[src/rtl/bacs_pkg.sv]
// Shared types, widths and constants for the BPSK AWGN channel slicer.
// No dependencies; every other file imports this package.
`timescale 1ns / 1ps

package bacs_pkg;

  localparam int UNIFORM_BITS     = 16;
  localparam int SAMPLE_FRAC_BITS = 12;
  localparam int RX_BITS          = 20;
  localparam int SIGMA_W          = 16;

  // log2 / radius path
  localparam int LOG_FRAC  = 24;
  localparam int LOG_STEPS = LOG_FRAC;
  localparam int N_W       = UNIFORM_BITS + 1;
  localparam int E_W       = $clog2(UNIFORM_BITS + 1);
  localparam int MANT_W    = 32;
  localparam int LV_W      = E_W + LOG_FRAC;
  localparam int RQ_W      = LV_W + 1;
  localparam int V_W       = RQ_W + LOG_FRAC;
  localparam int SQ_W      = V_W + (V_W % 2);
  localparam int RAD_W     = SQ_W / 2;

  // angle path, Q30
  localparam int Q_W          = 30;
  localparam int MAG_W        = Q_W + 1;
  localparam int X_W          = Q_W;
  localparam int HORNER_STEPS = 7;

  // output path
  localparam int G_W      = RAD_W + 1;
  localparam int PROD_W   = G_W + SIGMA_W;
  localparam int NOISE_SH = 38 - SAMPLE_FRAC_BITS;
  localparam int NOISE_W  = PROD_W + 1 - NOISE_SH;
  localparam int SMP_W    = ((NOISE_W > SAMPLE_FRAC_BITS + 1) ? NOISE_W
                                                           : SAMPLE_FRAC_BITS + 1) + 2;

  localparam logic [MAG_W-1:0]   Q30_ONE     = 31'h4000_0000;
  localparam logic [30:0]        HALF_PI_Q30 = 31'd1686629713;
  localparam logic [30:0]        TWO_LN2_Q30 = 31'd1488522236;
  localparam logic [SIGMA_W-1:0] SIGMA_RESET = 16'd16384;

  // register select, paddr[2]
  localparam logic REG_NOISE_SIGMA = 1'b0;

  // Horner divisors and floor(2^32/d) reciprocals, one per step.
  // sin skips its first step; that slot only holds a harmless value.
  localparam logic [7:0] COS_DIV [HORNER_STEPS] =
    '{8'd182, 8'd132, 8'd90, 8'd56, 8'd30, 8'd12, 8'd2};
  localparam logic [31:0] COS_REC [HORNER_STEPS] =
    '{32'd23598721, 32'd32537631, 32'd47721858, 32'd76695844,
      32'd143165576, 32'd357913941, 32'd2147483648};
  localparam logic [7:0] SIN_DIV [HORNER_STEPS] =
    '{8'd2, 8'd156, 8'd110, 8'd72, 8'd42, 8'd20, 8'd6};
  localparam logic [31:0] SIN_REC [HORNER_STEPS] =
    '{32'd2147483648, 32'd27531841, 32'd39045157, 32'd59652323,
      32'd102261126, 32'd214748364, 32'd715827882};

  typedef struct packed {
    logic        tx_bit;
    logic [15:0] uniform_a;
    logic [15:0] uniform_b;
  } in_word_t;

  typedef struct packed {
    logic signed [19:0] rx_sample;
    logic               decoded_bit;
    logic               bit_error;
  } out_word_t;

  typedef struct packed {
    logic             tx_bit;
    logic             neg;
    logic [MAG_W-1:0] mag;
  } ang_t;

  typedef struct packed {
    ang_t                    ang;
    logic [UNIFORM_BITS-1:0] uniform_a;
  } trig_out_t;

  typedef struct packed {
    ang_t            ang;
    logic [RQ_W-1:0] rq;
  } log_out_t;

  typedef struct packed {
    ang_t             ang;
    logic [RAD_W-1:0] rad;
  } sqrt_out_t;

endpackage

[src/rtl/bacs_out.sv]
// Output pipeline: Gaussian magnitude, sigma scaling, rounding, symbol add,
// saturation and slicer. Depends on bacs_pkg.
`timescale 1ns / 1ps

module bacs_out (
  input  logic                          clk,
  input  logic                          rst_n,
  input  logic                          adv,
  input  logic                          in_vld,
  input  bacs_pkg::sqrt_out_t           in_word,
  input  logic [bacs_pkg::SIGMA_W-1:0]  sigma,
  output logic                          out_vld,
  output bacs_pkg::out_word_t           out_word
);
  import bacs_pkg::*;

  localparam logic signed [SMP_W-1:0] ONE_S  = SMP_W'(1 << SAMPLE_FRAC_BITS);
  localparam logic signed [SMP_W-1:0] RX_MAX = SMP_W'((1 << (RX_BITS - 1)) - 1);
  localparam logic signed [SMP_W-1:0] RX_MIN = SMP_W'(-(1 << (RX_BITS - 1)));

  logic              tx0_r, neg0_r, tx1_r, neg1_r;
  logic [G_W-1:0]    g_r, g_nxt;
  logic [PROD_W-1:0] prod_r, prod_nxt;
  logic              v0_r, v1_r, ov_r;
  out_word_t         o_r, o_nxt;

  logic [RAD_W+MAG_W-1:0]   gm;
  logic [PROD_W:0]          rnd;
  logic [NOISE_W-1:0]       noise;
  logic signed [SMP_W-1:0]  sym, nz, smp, sat;

  always_comb begin
    gm       = (RAD_W+MAG_W)'(in_word.rad) * (RAD_W+MAG_W)'(in_word.ang.mag);
    g_nxt    = gm[G_W+29:30];
    prod_nxt = PROD_W'(g_r) * PROD_W'(sigma);

    // round half up to the sample fraction
    rnd   = (PROD_W+1)'(prod_r) + ((PROD_W+1)'(1) << (NOISE_SH - 1));
    noise = rnd[PROD_W:NOISE_SH];
    nz    = $signed(SMP_W'(noise));
    sym   = tx1_r ? ONE_S : -ONE_S;
    smp   = neg1_r ? (sym - nz) : (sym + nz);
    if (smp > RX_MAX)      sat = RX_MAX;
    else if (smp < RX_MIN) sat = RX_MIN;
    else                   sat = smp;
    o_nxt.rx_sample   = RX_BITS'(sat);
    o_nxt.decoded_bit = sat > 0;
    o_nxt.bit_error   = (sat > 0) != tx1_r;
  end

  always_ff @(posedge clk) begin
    if (!rst_n) begin
      v0_r <= 1'b0;
      v1_r <= 1'b0;
      ov_r <= 1'b0;
    end else if (adv) begin
      v0_r <= in_vld;
      v1_r <= v0_r;
      ov_r <= v1_r;
    end
  end

  always_ff @(posedge clk) begin
    if (adv) begin
      g_r    <= g_nxt;
      tx0_r  <= in_word.ang.tx_bit;
      neg0_r <= in_word.ang.neg;
      prod_r <= prod_nxt;
      tx1_r  <= tx0_r;
      neg1_r <= neg0_r;
      o_r    <= o_nxt;
    end
  end

  assign out_vld  = ov_r;
  assign out_word = o_r;

endmodule

[config.mk]
export PLATFORM = sky130hd
export DESIGN_NAME = bacs_out
export DESIGN_NICKNAME = d
export VERILOG_FILES = /design/src/rtl/bacs_pkg.sv /design/src/rtl/bacs_out.sv
export SDC_FILE = /design/constraint.sdc
export NUM_CORES = 2
export LEC_CHECK = 0
export ABC_AREA = 1
export BUFFER_PORTS_ARGS = -buffer_cell sky130_fd_sc_hd__buf_2
export CAP_MARGIN = 0
export CORE_MARGIN = 4
export CORE_UTILIZATION = 55
export DETAILED_ROUTE_END_ITERATION = 6
export GPL_TIMING_DRIVEN = 0
export PLACE_DENSITY_LB_ADDON = 0.3
export SYNTH_ARGS = -nofsm -noshare
export SYNTH_HDL_FRONTEND = slang
export SYNTH_SLANG_ARGS = --single-unit
[constraint.sdc]
create_clock -name clk -period 11.1 [get_ports clk]
set_input_delay 1.11 -clock clk [delete_from_list [all_inputs] [get_ports clk]]
set_output_delay 1.11 -clock clk [all_outputs]
set_load 0.02 [all_outputs]
Word level (Yosys, flattened, before mapping)
Index checks and enable logic that the tools add are counted.

Bits in registers: 101. Input port bits: 80. Logic and storage cells: 25.

$add $sub $neg: 3. $mul: 2. Order comparisons: 3. Equality and inequality tests: 1. Mux-type cells: 4.

Operator list (number): $mux W21 (4); $mul A27 B31 Y58 (1); $add A44 B26 Y45 const B (1); $mul A28 B16 Y44 (1); $add A21 B20 Y21 (1); $gt A21 B1 Y1 const B (1); $gt A21 B20 Y1 const B (1); $lt A21 B20 Y1 const B (1); $sub A21 B20 Y21 (1); $ne A1 B1 Y1 (1).

Logic depth before layout (Yosys ltp)
Word-level depth: 8. Mapped depth: 36.

Least setup slack after synthesis
OpenSTA, ideal clock, no wires.

Kind: input to register. Start point: input in_word[53] (netlist name). End point: register g_r[26], data pin. Data arrival time: 7250 ps. Data required time: 10836 ps. Slack: 3587 ps. Cell stages on the path: 28. Buffers on the path: 2. Cells stage by stage: clkbuf_1 > clkbuf_1 > nand2_1 > fa_1 > inv_1 > fa_1 > fa_1 > inv_1 > fa_1 > inv_1 > fa_1 > inv_1 > fa_1 > inv_1 > fa_1 > ha_1 > nand2_1 > nor2_1 > o21ai_0 > o211ai_1 > o21bai_1 > a21oi_1 > o21ai_0 > nand2_1 > nand3_1 > a21boi_0 > a31oi_1 > xor2_1.

Longest elaborated chain between the ends: 1.

RTL lines: start, declared (RTL line bacs_out.sv:10) `input bacs_pkg::sqrt_out_t in_word,`; $mul A27 B31 Y58 (RTL line bacs_out.sv:33) `gm = (RAD_W+MAG_W)'(in_word.rad) * (RAD_W+MAG_W)'(in_word.ang.mag);`; named net gm[56] (RTL line bacs_out.sv:27) `logic [RAD_W+MAG_W-1:0] gm;`; end signal, assigned (RTL line bacs_out.sv:65) `g_r <= g_nxt;`; end, declared (RTL line bacs_out.sv:22) `logic [G_W-1:0] g_r, g_nxt;`.

The timed path passes the listed nets, and every way through them passes these cells. A chain may end at the register's enable or synchronous reset.

Final worst setup path
Start point: input in_word[45] (netlist name). End point: register g_r[26], data pin.

Same word-level chain as after synthesis.

==> flow_summary.json <==
{
  "status": "complete, no violations",
  "dr_wl_met3_um": 15590,
  "syn_area_sq_um": 44460,
  "h-tree-depth": 3,
  "path_clk_slew_ns": 0.06,
  "synth_top_cell_area_share_pct": 48.81,
  "reg2reg_from": "g_r[24]",
  "whs_path_depth": 0,
  "place.gp.congestion": 1.039,
  "fp.dieW_um": 292.3,
  "drc": 0,
  "postRouteWirelength_um": 134600,
  "tns_ns": 0,
  "die_h_um": 292.3,
  "criticalPathCategory": "in -> reg",
  "max-cap-violations": 0,
  "rows": 103,
  "hold_path_class": "reg -> reg",
  "nFillCells": 7133,
  "netlist_instances": 5553,
  "clk_latency_ns": 0.36,
  "hold_path.startpoint": "tx0_r",
  "r2r_slack_ns": 3.73,
  "critPathRequiredTime_ns": 11.20,
  "via_count": 36210,
  "synth_common_cells": "nand2_1 (1584), inv_1 (1580), fa_1 (1084), ha_1 (316), clkbuf_1 (255)",
  "r2r_end": "prod_r[40]",
  "grt_setup_unrepaired": "no",
  "wl_met2_um": 60420,
  "syn_avg_cell_area_sq_um": 8.006,
  "nets": 7099,
  "worst_slew_pin_slew_ns": 1.256,
  "synthFlopType": "edfxtp_1",
  "rr_worst_depth": 25,
  "grt_max_degree": 76,
  "pin_count": 103,
  "yosysMostFrequentCell": "nand2_1",
  "clock-root-buffer": "clkbuf_16",
  "max_freq_ghz": 0.1106,
  "finClkSkew_ns": 0.006448,
  "cts_buffers": 9,
  "initial_core_util_pct": 55.91,
  "cp.arrival_ns": 9.15,
  "cp-start-kind": "input port",
  "clockBufferDepth": 2,
  "portBuffers": 54,
  "synthTopCellsByArea": "fa_1 (49%), nand2_1 (13%), inv_1 (13%), ha_1 (8.9%), edfxtp_1 (4.9%)",
  "grt_pass1_wl_um": 212400,
  "antenna_left": 0,
  "syn2layout_area_growth_pct": 4.421,
  "seq_area_frac_synth_pct": 5.066,
  "overflow": 0,
  "ctsHoldBuffers": 0,
  "highest_layer": "met5",
  "core_region_area_sq_um": 79520,
  "synth-seq-cells": 76,
  "relSlewSlack_pct": 16.28,
  "finalSetupViolations": 0,
  "place_hpwl_um": 113600,
  "vias_per_cell": 5.424,
  "dr.pass1.iters": 6,
  "tritoncts": "yes",
  "cts.sinks": 76,
  "cp-end-kind": "flip-flop",
  "fin_crit_ns": 9.045,
  "synth_top_area_cell": "fa_1",
  "holdPathEnd": "tx1_r",
  "report.final.slew_viol_count": 0,
  "die-area_sq_um": 85440,
  "hold_viol_final": 0,
  "yosysWarningCount": 0,
  "synthesis.nets": 7033,
  "cts_setup_buffers": 0,
  "track_usage_pct": 32.13,
  "drt-wirelength-per-cell_um": 20.16,
  "antenna_found_initial": 3,
  "drive_above_1_share_pct": 2.365,
  "post_cts_resized": 0,
  "wl_met1_um": 49910,
  "synth_edf_count": 73,
  "first_global_vias": 37900,
  "drt_iter0_markers": 3493,
  "synth_cell_type_count": 50,
  "async_flop_share_pct": 0,
  "fin_crit_sh_pct": 81.48,
  "critPathMaxFanout": 10
}
[how the worst max path moves through the flow]
stage                           start  cells past startpoint  endpoint  slack [ns]
final                     in_word[45]                     26   g_r[26]        2.06
after floorplan           in_word[53]                     28   g_r[26]        3.59
after global placement    in_word[43]                     28   g_r[26]        1.93
after global routing      in_word[44]                     31   g_r[25]        1.78
after detailed placement  in_word[45]                     26   g_r[26]        1.92
after CTS                 in_word[44]                     28   g_r[26]        2.28
[layout by cell type (no fill, tap or decap), types with 25 or more instances in the layout]
cell,count
xor2_1,44
inv_1,1580
buf_2,54
edfxtp_1,73
xnor2_1,25
fa_1,1084
nand2_1,1584
nand3_1,78
ha_1,316
o21ai_0,64
nor2_1,130
clkbuf_1,255
a21oi_1,121
[sequential cells by signal, indices dropped and copies added, names as in the netlist]
register,flops
v1_r,1
out_vld,1
neg1_r,1
neg0_r,1
prod_r,19
tx0_r,1
out_word,22
tx1_r,1
g_r,28
v0_r,1
[layer usage]
| layer | global-route usage (%) | vias to the layer above |
|---|---|---|
| met2 | 51.59 | 2120 |
| met4 | 15.90 | 4 |
| met5 | 0 | - |
| met3 | 7.529 | 453 |
| li1 | - | 15840 |
| met1 | 41.25 | 17800 |
[kinds of logic (layout without fill, tap and decap cells)]
group | Yosys count | count (layout) | synth area share (%)
buf+inv | 1874 | 1945 | 15.86
simple gates | 1884 | 1884 | 16.84
compound gates | 249 | 249 | 3.133
flops | 76 | 76 | 5.066
fa+ha+maj | 1400 | 1400 | 57.71
other cells | 0 | 3 | 0
xor+xnor | 70 | 70 | 1.396
[cell type report]
type / instances / area [sq um] / share of cell area (%)
Buffer: 282 / 1075 / 2.315
Clock inverter: 7 / 118.9 / 0.2561
Sequential cell: 76 / 2252 / 4.851
Inverter: 1592 / 5976 / 12.87
Multi-Input combinational cell: 3603 / 35150 / 75.73
Clock buffer: 9 / 225.2 / 0.4851
Timing Repair Buffer: 55 / 300.3 / 0.6469
Tap cell: 1050 / 1314 / 2.830
Antenna cell: 3 / 7.507 / 0.01617
[worst max-delay path, cell delays in order]
cell and delay [ns]:
clkbuf_1 0.58, clkbuf_1 0.96, nand2_1 0.20, fa_1 0.56
inv_1 0.06, fa_1 0.54, inv_1 0.05, fa_1 0.48
fa_1 0.57, fa_1 0.46, fa_1 0.46, fa_1 0.59
inv_1 0.06, ha_1 0.37, nand2_1 0.12, nor2_1 0.14
o21ai_0 0.10, o211ai_1 0.09, o21bai_1 0.13, a21oi_1 0.11
o21ai_0 0.42, nand2_1 0.18, nand3_1 0.10, a21boi_0 0.36
a31oi_1 0.16, xor2_1 0.17
[through the flow]
step           instance area, sq um  hold WS (ns)  setup WS, ns  utilization [%]  std cells
6_report                      46420        0.4241         2.055            58.38       6677
3_5_place_dp                  46070        0.4111         1.922            57.94       6658
2_1_floorplan                 44460        0.4003         3.587                -       5553
4_1_cts                       46410        0.4265         2.284            58.37       6674
5_1_grt                       46410        0.4400         1.777            58.37       6674
3_3_place_gp                  46040        0.4015         1.933            57.90       6657
Power is not shown: default switching activity piles up to over one toggle a cycle in this logic, so the estimate is an artifact.
